===== src/rtl/core/dqp_pkg.sv =====
// Package for the DNS query parser: payload structs, phase and verdict codes,
// and the character cleanup function. No dependencies.
`timescale 1ns / 1ps
package dqp_pkg;

  localparam int unsigned LabelGuardDefault   = 130;
  localparam int unsigned MaxNameBytesDefault = 255;
  localparam int unsigned MinUdpSizeDefault   = 512;

  localparam logic [15:0] OptType  = 16'd41;
  localparam int unsigned OutDepth = 4;

  localparam logic [3:0] PhHeader = 4'd0;
  localparam logic [3:0] PhQlen   = 4'd1;
  localparam logic [3:0] PhQlabel = 4'd2;
  localparam logic [3:0] PhQfixed = 4'd3;
  localparam logic [3:0] PhRname  = 4'd4;
  localparam logic [3:0] PhRlabel = 4'd5;
  localparam logic [3:0] PhRptr   = 4'd6;
  localparam logic [3:0] PhRfixed = 4'd7;
  localparam logic [3:0] PhRdata  = 4'd8;
  localparam logic [3:0] PhDone   = 4'd9;
  localparam logic [3:0] PhHalt   = 4'd10;

  localparam logic [1:0] VerdictOk     = 2'd0;
  localparam logic [1:0] VerdictDrop   = 2'd1;
  localparam logic [1:0] VerdictFormErr = 2'd2;

  typedef struct packed {
    logic [7:0] data_byte;
    logic       final_byte;
  } in_t;

  typedef struct packed {
    logic [7:0]  name_char;
    logic        run_last;
    logic [1:0]  verdict;
    logic [15:0] query_id;
    logic [15:0] query_flags;
    logic [15:0] question_type;
    logic [15:0] question_class;
    logic [15:0] question_end;
    logic        edns_present;
    logic [15:0] payload_size;
    logic        dnssec_ok;
    logic [7:0]  name_valid_length;
  } out_t;

  // Upper case folds to lower case; anything outside [a-z0-9-_] becomes '_'.
  function automatic logic [7:0] clean_char(input logic [7:0] c);
    logic [7:0] r;
    r = 8'h5F;
    if (c >= 8'h41 && c <= 8'h5A) r = c + 8'd32;
    else if ((c >= 8'h61 && c <= 8'h7A) || (c >= 8'h30 && c <= 8'h39) ||
             c == 8'h2D || c == 8'h5F) r = c;
    return r;
  endfunction

endpackage


===== src/rtl/core/dns_query_parser.sv =====
// DNS query parser top level: byte-wise header, question and record walk.
// Depends on dqp_pkg.
//
//   channel | signals                         | payload
//   in      | in_valid_i / in_ready_o         | dqp_pkg::in_t  (one message byte)
//   out     | out_valid_o / out_ready_i       | dqp_pkg::out_t (name char or verdict)
//
// One byte is taken per cycle while input ready is high; each byte is decoded in the cycle it is accepted
// and its zero, one or two results go into a four-entry output queue.
// Results are registered in the queue before they appear on the output.
// Input ready drops only while fewer than two queue entries are free.
// Reset (asynchronous, active low) puts the parser in the header phase
// with an empty queue.
`timescale 1ns / 1ps
module dns_query_parser #(
  parameter int unsigned LABEL_GUARD    = dqp_pkg::LabelGuardDefault,
  parameter int unsigned MAX_NAME_BYTES = dqp_pkg::MaxNameBytesDefault,
  parameter int unsigned MIN_UDP_SIZE   = dqp_pkg::MinUdpSizeDefault
) (
  input  logic           clk_i,
  input  logic           rst_ni,
  input  logic           in_valid_i,
  output logic           in_ready_o,
  input  dqp_pkg::in_t   in_data_i,
  output logic           out_valid_o,
  input  logic           out_ready_i,
  output dqp_pkg::out_t  out_data_o
);

  localparam logic [7:0]  LabelGuardC = 8'(LABEL_GUARD);
  localparam logic [8:0]  MaxNameC    = 9'(MAX_NAME_BYTES);
  localparam logic [15:0] MinUdpC     = 16'(MIN_UDP_SIZE);

  logic [3:0]  phase_q, phase_d;
  logic [15:0] bpos_q, bpos_d;
  logic [15:0] hid_q, hid_d, hflags_q, hflags_d;
  logic [15:0] qdcount_q, qdcount_d, ancount_q, ancount_d;
  logic [15:0] nscount_q, nscount_d, arcount_q, arcount_d;
  logic [16:0] rec_idx_q, rec_idx_d;
  logic [5:0]  lab_rem_q, lab_rem_d;
  logic [7:0]  name_tot_q, name_tot_d;
  logic [7:0]  guard_q, guard_d;
  logic        started_q, started_d;
  logic [15:0] rtype_q, rtype_d, rclass_q, rclass_d;
  logic [31:0] rttl_q, rttl_d;
  logic [15:0] rdlen_q, rdlen_d;
  logic [15:0] qtype_q, qtype_d, qclass_q, qclass_d, qend_q, qend_d;
  logic [1:0]  early_q, early_d;
  logic        wfail_q, wfail_d;
  logic        opt_seen_q, opt_seen_d, opt_do_q, opt_do_d;
  logic [15:0] opt_size_q, opt_size_d;

  logic        in_fire, out_fire, finish;
  logic [7:0]  b;
  logic [17:0] rec_total;
  logic [8:0]  name_sum;
  logic [3:0]  k;
  logic [1:0]  verd;
  logic [16:0] rec_next;
  dqp_pkg::out_t res0, res1;
  logic [1:0]  n_res;

  dqp_pkg::out_t fifo_q [dqp_pkg::OutDepth];
  logic [1:0]  wr_q, rd_q;
  logic [2:0]  cnt_q;

  assign in_fire   = in_valid_i && in_ready_o;
  assign out_fire  = out_valid_o && out_ready_i;
  assign b         = in_data_i.data_byte;
  assign rec_total = 18'(ancount_q) + 18'(nscount_q) + 18'(arcount_q);
  assign name_sum  = 9'(name_tot_q) + 9'(b) + 9'd1;
  assign k         = 4'd10 - lab_rem_q[3:0];
  assign rec_next  = rec_idx_q + 17'd1;

  always_comb begin
    phase_d = phase_q;   bpos_d = bpos_q;     hid_d = hid_q;     hflags_d = hflags_q;
    qdcount_d = qdcount_q; ancount_d = ancount_q; nscount_d = nscount_q;
    arcount_d = arcount_q; rec_idx_d = rec_idx_q; lab_rem_d = lab_rem_q;
    name_tot_d = name_tot_q; guard_d = guard_q; started_d = started_q;
    rtype_d = rtype_q;   rclass_d = rclass_q; rttl_d = rttl_q;   rdlen_d = rdlen_q;
    qtype_d = qtype_q;   qclass_d = qclass_q; qend_d = qend_q;   early_d = early_q;
    wfail_d = wfail_q;   opt_seen_d = opt_seen_q; opt_do_d = opt_do_q;
    opt_size_d = opt_size_q;
    finish = 1'b0;
    verd   = dqp_pkg::VerdictOk;
    res0   = '0;
    res1   = '0;
    n_res  = 2'd0;
    if (in_fire) begin
      unique case (phase_q)
        dqp_pkg::PhHeader: begin
          if (bpos_q[15:1] == 15'd0) begin
            if (!bpos_q[0]) hid_d[15:8] = b; else hid_d[7:0] = b;
          end else if (bpos_q[15:1] == 15'd1) begin
            if (!bpos_q[0]) hflags_d[15:8] = b; else hflags_d[7:0] = b;
          end else if (bpos_q[15:1] == 15'd2) begin
            if (!bpos_q[0]) qdcount_d[15:8] = b; else qdcount_d[7:0] = b;
          end else if (bpos_q[15:1] == 15'd3) begin
            if (!bpos_q[0]) ancount_d[15:8] = b; else ancount_d[7:0] = b;
          end else if (bpos_q[15:1] == 15'd4) begin
            if (!bpos_q[0]) nscount_d[15:8] = b; else nscount_d[7:0] = b;
          end else begin
            if (!bpos_q[0]) arcount_d[15:8] = b; else arcount_d[7:0] = b;
          end
          if (bpos_q == 16'd2 && b[7]) early_d = dqp_pkg::VerdictDrop;
          if (bpos_q == 16'd5 && qdcount_d != 16'd1 && early_d == dqp_pkg::VerdictOk)
            early_d = dqp_pkg::VerdictFormErr;
          if (bpos_q >= 16'd11)
            phase_d = (early_d == dqp_pkg::VerdictOk) ? dqp_pkg::PhQlen : dqp_pkg::PhHalt;
        end
        dqp_pkg::PhQlen: begin
          if (b == 8'd0) begin
            lab_rem_d = 6'd4;
            phase_d   = dqp_pkg::PhQfixed;
          end else if (b[7:6] != 2'b00 || name_sum > MaxNameC) begin
            early_d = dqp_pkg::VerdictFormErr;
            phase_d = dqp_pkg::PhHalt;
          end else begin
            name_tot_d = name_sum[7:0];
            if (started_q) begin
              res0.name_char         = 8'h2E;
              res0.name_valid_length = name_sum[7:0];
              n_res = 2'd1;
            end
            started_d = 1'b1;
            lab_rem_d = b[5:0];
            phase_d   = dqp_pkg::PhQlabel;
          end
        end
        dqp_pkg::PhQlabel: begin
          res0.name_char         = dqp_pkg::clean_char(b);
          res0.name_valid_length = name_tot_q;
          n_res     = 2'd1;
          lab_rem_d = lab_rem_q - 6'd1;
          if (lab_rem_d == 6'd0) phase_d = dqp_pkg::PhQlen;
        end
        dqp_pkg::PhQfixed: begin
          if (lab_rem_q >= 6'd3) qtype_d = {qtype_q[7:0], b};
          else qclass_d = {qclass_q[7:0], b};
          lab_rem_d = lab_rem_q - 6'd1;
          if (lab_rem_d == 6'd0) begin
            qend_d    = bpos_q + 16'd1;
            rec_idx_d = '0;
            if (rec_total == 18'd0) phase_d = dqp_pkg::PhDone;
            else begin
              guard_d = '0;
              phase_d = dqp_pkg::PhRname;
            end
          end
        end
        dqp_pkg::PhRname: begin
          if (guard_q >= LabelGuardC) begin
            wfail_d = 1'b1;
            phase_d = dqp_pkg::PhHalt;
          end else if (b == 8'd0) begin
            lab_rem_d = 6'd10;
            phase_d   = dqp_pkg::PhRfixed;
          end else if (b[7:6] == 2'b11) begin
            phase_d = dqp_pkg::PhRptr;
          end else if (b[7:6] != 2'b00) begin
            wfail_d = 1'b1;
            phase_d = dqp_pkg::PhHalt;
          end else begin
            guard_d   = guard_q + 8'd1;
            lab_rem_d = b[5:0];
            phase_d   = dqp_pkg::PhRlabel;
          end
        end
        dqp_pkg::PhRlabel: begin
          lab_rem_d = lab_rem_q - 6'd1;
          if (lab_rem_d == 6'd0) phase_d = dqp_pkg::PhRname;
        end
        dqp_pkg::PhRptr: begin
          lab_rem_d = 6'd10;
          phase_d   = dqp_pkg::PhRfixed;
        end
        dqp_pkg::PhRfixed: begin
          if (k < 4'd2) rtype_d = {rtype_q[7:0], b};
          else if (k < 4'd4) rclass_d = {rclass_q[7:0], b};
          else if (k < 4'd8) rttl_d = {rttl_q[23:0], b};
          else rdlen_d = {rdlen_q[7:0], b};
          lab_rem_d = lab_rem_q - 6'd1;
          if (lab_rem_d == 6'd0) begin
            if (rdlen_d == 16'd0) finish = 1'b1;
            else phase_d = dqp_pkg::PhRdata;
          end
        end
        dqp_pkg::PhRdata: begin
          rdlen_d = rdlen_q - 16'd1;
          if (rdlen_d == 16'd0) finish = 1'b1;
        end
        default: ;
      endcase

      if (finish) begin
        if (rtype_q == dqp_pkg::OptType &&
            18'(rec_idx_q) >= 18'(ancount_q) + 18'(nscount_q)) begin
          opt_seen_d = 1'b1;
          opt_size_d = (rclass_q < MinUdpC) ? MinUdpC : rclass_q;
          opt_do_d   = rttl_q[15];
        end
        rec_idx_d = rec_next;
        if (18'(rec_next) >= rec_total) phase_d = dqp_pkg::PhDone;
        else begin
          guard_d = '0;
          phase_d = dqp_pkg::PhRname;
        end
      end

      if (bpos_q != 16'hFFFF) bpos_d = bpos_q + 16'd1;

      if (in_data_i.final_byte) begin
        if (bpos_q < 16'd11) verd = dqp_pkg::VerdictDrop;
        else if (early_d != dqp_pkg::VerdictOk) verd = early_d;
        else if (phase_d <= dqp_pkg::PhQfixed) verd = dqp_pkg::VerdictFormErr;
        else verd = dqp_pkg::VerdictOk;
        res1 = '0;
        res1.run_last          = 1'b1;
        res1.verdict           = verd;
        res1.query_id          = hid_d;
        res1.query_flags       = hflags_d;
        res1.name_valid_length = name_tot_d;
        if (verd == dqp_pkg::VerdictOk) begin
          res1.question_type  = qtype_d;
          res1.question_class = qclass_d;
          res1.question_end   = qend_d;
          if (phase_d == dqp_pkg::PhDone && !wfail_d && opt_seen_d) begin
            res1.edns_present = 1'b1;
            res1.payload_size = opt_size_d;
            res1.dnssec_ok    = opt_do_d;
          end
        end
        if (n_res == 2'd0) res0 = res1;
        n_res = n_res + 2'd1;
        // The next message starts from a clean state.
        phase_d = dqp_pkg::PhHeader; bpos_d = '0; hid_d = '0; hflags_d = '0;
        qdcount_d = '0; ancount_d = '0; nscount_d = '0; arcount_d = '0;
        rec_idx_d = '0; lab_rem_d = '0; name_tot_d = '0; guard_d = '0;
        started_d = 1'b0; rtype_d = '0; rclass_d = '0; rttl_d = '0; rdlen_d = '0;
        qtype_d = '0; qclass_d = '0; qend_d = '0; early_d = dqp_pkg::VerdictOk;
        wfail_d = 1'b0; opt_seen_d = 1'b0; opt_do_d = 1'b0; opt_size_d = '0;
      end
    end
  end

  always_ff @(posedge clk_i or negedge rst_ni) begin
    if (!rst_ni) begin
      phase_q <= dqp_pkg::PhHeader; bpos_q <= '0; hid_q <= '0; hflags_q <= '0;
      qdcount_q <= '0; ancount_q <= '0; nscount_q <= '0; arcount_q <= '0;
      rec_idx_q <= '0; lab_rem_q <= '0; name_tot_q <= '0; guard_q <= '0;
      started_q <= 1'b0; rtype_q <= '0; rclass_q <= '0; rttl_q <= '0; rdlen_q <= '0;
      qtype_q <= '0; qclass_q <= '0; qend_q <= '0; early_q <= dqp_pkg::VerdictOk;
      wfail_q <= 1'b0; opt_seen_q <= 1'b0; opt_do_q <= 1'b0; opt_size_q <= '0;
    end else begin
      phase_q <= phase_d; bpos_q <= bpos_d; hid_q <= hid_d; hflags_q <= hflags_d;
      qdcount_q <= qdcount_d; ancount_q <= ancount_d; nscount_q <= nscount_d;
      arcount_q <= arcount_d; rec_idx_q <= rec_idx_d; lab_rem_q <= lab_rem_d;
      name_tot_q <= name_tot_d; guard_q <= guard_d; started_q <= started_d;
      rtype_q <= rtype_d; rclass_q <= rclass_d; rttl_q <= rttl_d; rdlen_q <= rdlen_d;
      qtype_q <= qtype_d; qclass_q <= qclass_d; qend_q <= qend_d; early_q <= early_d;
      wfail_q <= wfail_d; opt_seen_q <= opt_seen_d; opt_do_q <= opt_do_d;
      opt_size_q <= opt_size_d;
    end
  end

  // Output queue: one byte can produce two results, so input is taken only
  // while at least two entries are free.
  assign in_ready_o  = (cnt_q <= 3'd2);
  assign out_valid_o = (cnt_q != 3'd0);
  assign out_data_o  = fifo_q[rd_q];

  always_ff @(posedge clk_i) begin
    if (n_res != 2'd0) fifo_q[wr_q] <= res0;
    if (n_res == 2'd2) fifo_q[wr_q + 2'd1] <= res1;
  end

  always_ff @(posedge clk_i or negedge rst_ni) begin
    if (!rst_ni) begin
      wr_q  <= '0;
      rd_q  <= '0;
      cnt_q <= '0;
    end else begin
      wr_q  <= wr_q + n_res;
      if (out_fire) rd_q <= rd_q + 2'd1;
      cnt_q <= cnt_q + 3'(n_res) - 3'(out_fire);
    end
  end

  a_cnt_bound : assert property (@(posedge clk_i) disable iff (!rst_ni)
    cnt_q <= 3'(dqp_pkg::OutDepth))
    else $error("output queue overflow");

  a_last_resets : assert property (@(posedge clk_i) disable iff (!rst_ni)
    in_fire && in_data_i.final_byte |=> phase_q == dqp_pkg::PhHeader && bpos_q == 16'd0)
    else $error("parser not back in header phase after final byte");

  a_verdict_code : assert property (@(posedge clk_i) disable iff (!rst_ni)
    out_valid_o && out_data_o.run_last |-> out_data_o.verdict != 2'd3)
    else $error("undefined verdict code");

  a_name_no_verdict : assert property (@(posedge clk_i) disable iff (!rst_ni)
    out_valid_o && !out_data_o.run_last |-> out_data_o.verdict == dqp_pkg::VerdictOk &&
    out_data_o.query_id == 16'd0)
    else $error("name result carries verdict fields");

endmodule


===== config.mk =====
export PLATFORM = sky130hd
export DESIGN_NAME = dns_query_parser
export DESIGN_NICKNAME = d
export VERILOG_FILES = /design/src/rtl/core/dqp_pkg.sv /design/src/rtl/core/dns_query_parser.sv
export SDC_FILE = /design/constraint.sdc
export NUM_CORES = 1
export LEC_CHECK = 0
export BUFFER_PORTS_ARGS = -buffer_cell sky130_fd_sc_hd__buf_2
export CAP_MARGIN = 25
export CORE_UTILIZATION = 45
export CTS_CLUSTER_SIZE = 12
export DETAILED_ROUTE_END_ITERATION = 16
export GPL_TIMING_DRIVEN = 1
export PLACE_DENSITY = 0.6
export SLEW_MARGIN = 40
export SYNTH_ARGS = -nofsm -noshare
export SYNTH_HDL_FRONTEND = slang
export SYNTH_SLANG_ARGS = --single-unit

===== constraint.sdc =====
create_clock -name clk_i -period 7.6 [get_ports clk_i]
set_input_delay 0.76 -clock clk_i [delete_from_list [all_inputs] [get_ports clk_i]]
set_output_delay 0.76 -clock clk_i [all_outputs]
set_load 0.02 [all_outputs]

==> reports/summary.txt, run 1 <==
final hold violations - 0
required arrival time at the worst endpoint - 8.04 ns
Core ar. - 83690 sq um
share of the clock period used by the worst path after layout - 89.64%
commonest cells after routing, fill and taps aside - nor2_1, edfxtp_1, nand2_1
slew margin rel. - 42.79%
maximum fanout encountered on the critical timing path - 18
yosys warns - 0
post-synth cell types - 90
run status - complete, no violations
final wirelength - 104900 um
final weighted congestion in routability-driven placement - 0.9078
RSZ-0062 raised after global routing - no
max frequency - 146.8 MHz
effective utilization at floorplan - 45.46%
worst endpoint data arrival time - 7.25 ns
half-perimeter wire length of the detailed placement result - 67360 um
initial drt markers - 2446
number of H-tree levels - 3
final total power - 16340 uW
minimum clock period - 6.812 ns
worst min path class - input port to async pin
number of instances in the synthesized netlist - 3437
sequential area share after synthesis - 54.65%
leakage - 0.01620 uW
most common cell after layout, fill and taps aside - nor2_1
count of pins on the block boundary - 132
Register-to-Register Setup Slack - 0.79 ns
CTS root buffer - clkbuf_16
worst skew pair latency - 0.64 ns
worst-case clock buffer depth - 3
TritonCTS clock tree - yes
Die ar. - 85700 sq um
number of cells traversed by the worst register-to-register path - 26
DR vias - 27630
maximum number of pins on one net before global-route repair - 122
P&R area growth vs syn - 12.76%
total inserted antenna cells - 0
total negative setup slack - 0 ns
cell area power density - 380.9 nW/um^2
number of enable-type register cells in the synthesized netlist - 436
global-route congestion overflow total - 0
routed via count divided by cell count - 5.850
post-synth design cell area - 38040 sq um
number of buffers inserted by post-CTS setup repair - 0
total number of nets in the final design - 3635
Worst Slack Setup Final - 0.7875 ns
Slew Limit Fails - 0
combinational share of power - 41.5%
internal power component - 9898 uW
max-capacitance violation count - 0
dominant synthesized flop cell - edfxtp_1
Post-Synthesis Net Count - 3551
Critical Path Sink Type - flop
startpoint of the worst register-to-register path - ancount_q[1]$_DFFE_PN0P_
quantity of hold-fixing buffers added after cts - 0
terminus of the critical flop-to-flop path - fifo_q[0][25]$_DFFE_PP_
Die Span X - 292.8 um
fraction of final layout cells sized beyond drive strength 1 - 15.80%
pre-CTS setup slack - 1.010 ns
switching power as a share of total power - 39.42%
final-report setup violation count - 0
via count of the first global-routing pass - 26860
final cell utilization of the core - 51.26%
PortBufs - 131
largest clock skew in the final design - 0.02720 ns
first-pass GRT wire length - 162300 um
critical path launch point type - flop
master of the slowest instance on the critical path - or4_1
number of synthesized register bits - 750
slew at the pin with the worst max-slew slack - 0.8504 ns
vertical extent of the die - 292.8 um
Sinks on Clock Net - 750
clock buffer count from CTS - 83
mean post-synth cell area - 11.07 sq um
Detailed Routing Iterations Pass 1 - 6
share of async-settable or async-resettable flops after synthesis - 37.60%
cells resized by post-CTS repair - 0
global routing usage summed across all routing layers - 24.47%
count of nets left with antenna violations after detail routing - 0
average wire per cell in the routed design - 22.21 um
antenna violations before repair - 1
slowest stage delay, CP - 0.60 ns
launch point of the worst path - ancount_q[1]$_DFFE_PN0P_
worst vdd rail ir drop - 0.2412 mV
clock-pin transition on the worst setup and hold timing paths - 0.06 ns
fraction of power consumed by the clock network - 24.3%
Remaining DRCs - 0
power share of the sequential group - 34.2%
Net Sw Power - 6441 uW
row cnt - 106
CP Class - flop to flop
[kinds of logic after synthesis]
logic type / count (synthesis) / synth area share, %
buffers and inverters: 284 / 3.102
flip-flops: 750 / 54.65
adder cells (fa/ha/maj): 101 / 3.401
AO/OA/AOI/OAI: 755 / 13.07
AND/OR/NAND/NOR: 1265 / 14.57
XOR/XNOR: 70 / 1.612
multiplexers: 212 / 9.601
[through the flow]
step	cell area [sq um]	hold slack, ns	cells
after floorplan	38040	0.4198	3437
after global placement	40050	0.4328	4565
after detailed placement	40190	0.4386	4569
after CTS	42850	0.03810	4722
after global routing	42900	0.06436	4723
final	42900	0.03155	4723
[sequential cells by signal (all words and copies together) (netlist names), 3 cells and up]
| register | cells |
|---|---|
| phase_q | 4 |
| qclass_q | 16 |
| fifo_q | 468 |
| opt_size_q | 16 |
| qtype_q | 16 |
| arcount_q | 16 |
| lab_rem_q | 6 |
| cnt_q | 3 |
| name_tot_q | 8 |
| rec_idx_q | 17 |
| qdcount_q | 16 |
| guard_q | 8 |
| rtype_q | 16 |
| rdlen_q | 16 |
| ancount_q | 16 |
| hid_q | 16 |
| nscount_q | 16 |
| bpos_q | 16 |
| rclass_q | 16 |
| qend_q | 16 |
| hflags_q | 16 |
[layer usage]
metal,wire [um],global-route usage [%],vias to the layer above,part of all wire (%)
li1,-,-,12840,-
met1,45590,33.64,13880,43
met2,51070,40.66,766,49
met3,5597,3.232,149,5.3
met4,2612,6.845,2,2.5
met5,13,0,-,0.012
[cell usage after synthesis (42+ instances only)]
cell type | count | area [sq um]
nor2_1 | 557 | 2091
edfxtp_1 | 436 | 13090
nand2_1 | 381 | 1430
dfrtp_1 | 282 | 7057
o21ai_0 | 244 | 1221
clkbuf_1 | 146 | 548.0
mux4_2 | 117 | 2635
a21oi_1 | 113 | 565.5
ha_1 | 97 | 1214
inv_1 | 77 | 289.0
a22o_1 | 76 | 665.6
nand3_1 | 71 | 355.3
nor3_1 | 60 | 300.3
a22oi_1 | 54 | 405.4
mux2_2 | 53 | 596.8
a21o_1 | 49 | 367.9
xnor2_1 | 44 | 385.4
mux2i_1 | 42 | 420.4
[worst max-delay path, delay by kind of cell, from the launching register on]
family | cells | cell delay [ns]
flip-flops | 1 | 0.38
buffers and inverters | 2 | 0.28
AND/OR/NAND/NOR | 10 | 2.64
AO/OA/AOI/OAI | 10 | 2.25
XOR/XNOR | 1 | 0.10
adder cells (fa/ha/maj) | 3 | 0.99
[worst max path at each step]
| stage | cells after the start | slack (ns) | end |
|---|---|---|---|
| 3_3_place_gp | 26 | 1.19 | fifo_q[0][21]$_DFFE_PP_ |
| 3_5_place_dp | 26 | 1.01 | fifo_q[1][19]$_DFFE_PP_ |
| 6_report | 26 | 0.79 | fifo_q[0][25]$_DFFE_PP_ |
| 4_1_cts | 26 | 0.84 | fifo_q[0][25]$_DFFE_PP_ |
| 5_1_grt | 26 | 0.24 | fifo_q[0][25]$_DFFE_PP_ |
| 2_1_floorplan | 15 | 1.02 | fifo_q[0][0]$_DFFE_PP_ |
[power by group through the flow]
| stage | clock (uW) | combinational, uW | sequential [uW] |
|---|---|---|---|
| 3_5_place_dp | 0 | 6740 | 5650 |
| 2_1_floorplan | 0 | 5060 | 5350 |
| 4_1_cts | 4040 | 6770 | 5570 |
| 3_3_place_gp | 0 | 6690 | 5630 |
| 5_1_grt | 4210 | 7440 | 5670 |
| 6_report | 3980 | 6780 | 5580 |
[layout make-up]
class                           instances  area [sq um]
Tap cell                             1134          1419
Fill cell                            7422         40790
Inverter                               80         310.3
Sequential cell                       750         20800
Multi-Input combinational cell       2403         16280
Clock buffer                          124          2375
Timing Repair Buffer                  203          1431
Clock inverter                         29         287.8
(Power assumes the default switching activity.)
==> run 2: changes to the inputs <==
--- a/config.mk
+++ b/config.mk
@@ -7,6 +7,7 @@
 export LEC_CHECK = 0
 export BUFFER_PORTS_ARGS = -buffer_cell sky130_fd_sc_hd__buf_2
 export CAP_MARGIN = 25
+export CORE_MARGIN = 10
 export CORE_UTILIZATION = 45
 export CTS_CLUSTER_SIZE = 12
 export DETAILED_ROUTE_END_ITERATION = 16
==> run 2 against run 1 <==
Clock power down 2%. Power is 0.36% lower. Die area grew 13%. Sequential share of layout area up 0.088 points. Hold slack improved by 0.050 ns. Largest power group unchanged. Critical endpoint is now fifo_q[0][60]$_DFFE_PP_. Routed wire length down 0.22%. Clock skew fell by 0.0067 ns.
==> reports/summary.txt, run 2 (synthesized netlist as in run 1, its figures left out) <==
run status - complete, no violations
PortBufs - 131
final wirelength - 104600 um
slew at the pin with the worst max-slew slack - 0.8541 ns
share of the clock period used by the worst path after layout - 88.33%
average wire per cell in the routed design - 22.12 um
largest clock skew in the final design - 0.02048 ns
global routing met2 resource utilization - 34.98%
RSZ-0062 raised after global routing - no
first-pass GRT wire length - 164100 um
count of pins on the block boundary - 132
global routing usage summed across all routing layers - 21.23%
number of buffers inserted by post-CTS setup repair - 0
Remaining DRCs - 0
minimum clock period - 6.713 ns
number of H-tree levels - 3
clock buffer count from CTS - 85
Die Span X - 310.8 um
total number of nets in the final design - 3638
met3 Use GR - 2.919%
worst endpoint data arrival time - 7.08 ns
clock-pin transition on the worst setup and hold timing paths - 0.06 ns
quantity of hold-fixing buffers added after cts - 0
worst min path class - input port to async pin
total negative setup slack - 0 ns
placed cell count - 4569
top cell family by delay on the critical path - compound AO/OA/AOI/OAI gates
largest registers in the final layout - fifo_q (468), rec_idx_q (17)
met1 Use GR - 28.75%
final weighted congestion in routability-driven placement - 0.8872
layer with the highest usage - met2
CTS root buffer - clkbuf_16
initial drt markers - 2344
Reg with most FFs - fifo_q
leakage - 0.01618 uW
Area after DPL - 40130 sq um
antenna violations before repair - 2
commonest cells after routing, fill and taps aside - nor2_1, edfxtp_1, nand2_1
slew margin rel. - 42.46%
master of the slowest instance on the critical path - or4_1
Critical Path Sink Type - flop
cell area power density - 380.2 nW/um^2
CP Class - flop to flop
most common cell after layout, fill and taps aside - nor2_1
final hold violations - 0
maximum number of pins on one net before global-route repair - 142
sum of buffers and inverters on the critical path - 3
Sinks on Clock Net - 750
effective utilization at floorplan - 45.46%
final-report setup violation count - 0
max-capacitance violation count - 0
flip-flop count of the largest register after layout - 468
Core ar. - 83690 sq um
Slew Limit Fails - 0
required arrival time at the worst endpoint - 7.97 ns
Detailed Routing Iterations Pass 1 - 6
maximum fanout encountered on the critical timing path - 48
number of non-filler instances in the completed layout - 4730
fraction of final layout cells sized beyond drive strength 1 - 15.69%
count of nets left with antenna violations after detail routing - 0
half-perimeter wire length of the detailed placement result - 67790 um
cells resized by post-CTS repair - 0
worst skew pair latency - 0.64 ns
via count of the first global-routing pass - 27220
slowest stage delay, CP - 0.59 ns
final total power - 16280 uW
final design area excluding fillers - 42820 sq um
worst vdd rail ir drop - 0.3102 mV
row cnt - 106
Die ar. - 96570 sq um
worst-case clock buffer depth - 3
DR vias - 27510
TritonCTS clock tree - yes
global-route congestion overflow total - 0
vertical extent of the die - 310.8 um
critical path launch point type - flop
P&R area growth vs syn - 12.57%
routed via count divided by cell count - 5.816
Fill cells - 7477
max frequency - 149.0 MHz
## run 2: cell count changes in the layout (fill, tap and decap cells not counted), sizes merged
cell / previous run / this run
clkinv: 24 / 35
clkbuf: 124 / 116
inv: 79 / 82
diode: 0 / 2
buf: 203 / 204
bufinv: 4 / 3
clkinvlp: 2 / 1
## run 2: power breakdown
part           total, uW  internal (uW)  switching [uW]
Combinational       6810           2610            4200
Sequential          5540           4980             560
Clock               3920           2230            1690
Total              16300           9830            6450
## run 2: worst paths after layout
path                                             start  slack [ns]  depth (start not counted)                          end
min in group clk_i         fifo_q[2][114]$_SDFFE_PP0P_        0.45                          2  fifo_q[2][114]$_SDFFE_PP0P_
setup / recovery              ancount_q[1]$_DFFE_PN0P_        0.89                         27      fifo_q[0][60]$_DFFE_PP_
max in group asynchronous                       rst_ni        6.22                          3        bpos_q[0]$_DFFE_PN0P_
setup reg to reg              ancount_q[1]$_DFFE_PN0P_        0.89                         27      fifo_q[0][60]$_DFFE_PP_
hold / removal                                  rst_ni        0.08                          1    opt_size_q[3]$_DFFE_PN0P_
hold reg to reg            fifo_q[2][114]$_SDFFE_PP0P_        0.45                          2  fifo_q[2][114]$_SDFFE_PP0P_
## run 2: through the flow
step	hold slack (ns)	utilization [%]	setup WS (ns)
after detailed placement	0.4375	47.95	0.9526
after floorplan	0.4198	-	1.015
after global placement	0.4301	47.79	1.042
after CTS	0.09523	51.10	0.9242
final	0.08181	51.17	0.8866
after global routing	0.1240	51.16	0.3626
## run 2: area by class of cell
| type | instances | area, sq um | area share, % |
|---|---|---|---|
| Timing Repair Buffer | 204 | 1393 | 3.252 |
| Sequential cell | 750 | 20800 | 48.57 |
| Multi-Input combinational cell | 2403 | 16260 | 37.98 |
| Inverter | 80 | 310.3 | 0.7246 |
| Clock buffer | 116 | 2295 | 5.359 |
| Antenna cell | 2 | 5.005 | 0.01169 |
| Clock inverter | 41 | 339.1 | 0.7918 |
| Tap cell | 1134 | 1419 | 3.313 |
## run 2: layer usage
layer	vias up	wire length, um
li1	12840	-
met1	13700	45270
met2	829	50480
met3	152	5860
met4	0	3040
met5	-	0
## run 2: worst register-to-register path, stage by stage, from the launching register on
cell,delay [ns]
dfrtp_1,0.38
ha_1,0.29
a21o_1,0.16
a21oi_1,0.21
o21bai_1,0.12
a21bo_2,0.22
a31oi_1,0.28
nor2_1,0.09
o21ai_0,0.21
nor2b_1,0.26
xnor2_1,0.09
ha_1,0.40
nand2_1,0.15
or4_1,0.59
a211o_1,0.32
nand3_1,0.11
inv_1,0.06
ha_1,0.28
nand4_1,0.10
nor3_1,0.26
o211ai_1,0.15
o211a_1,0.23
o31a_2,0.37
nor2_1,0.10
buf_4,0.22
a211o_2,0.16
buf_4,0.47
nor2_1,0.17
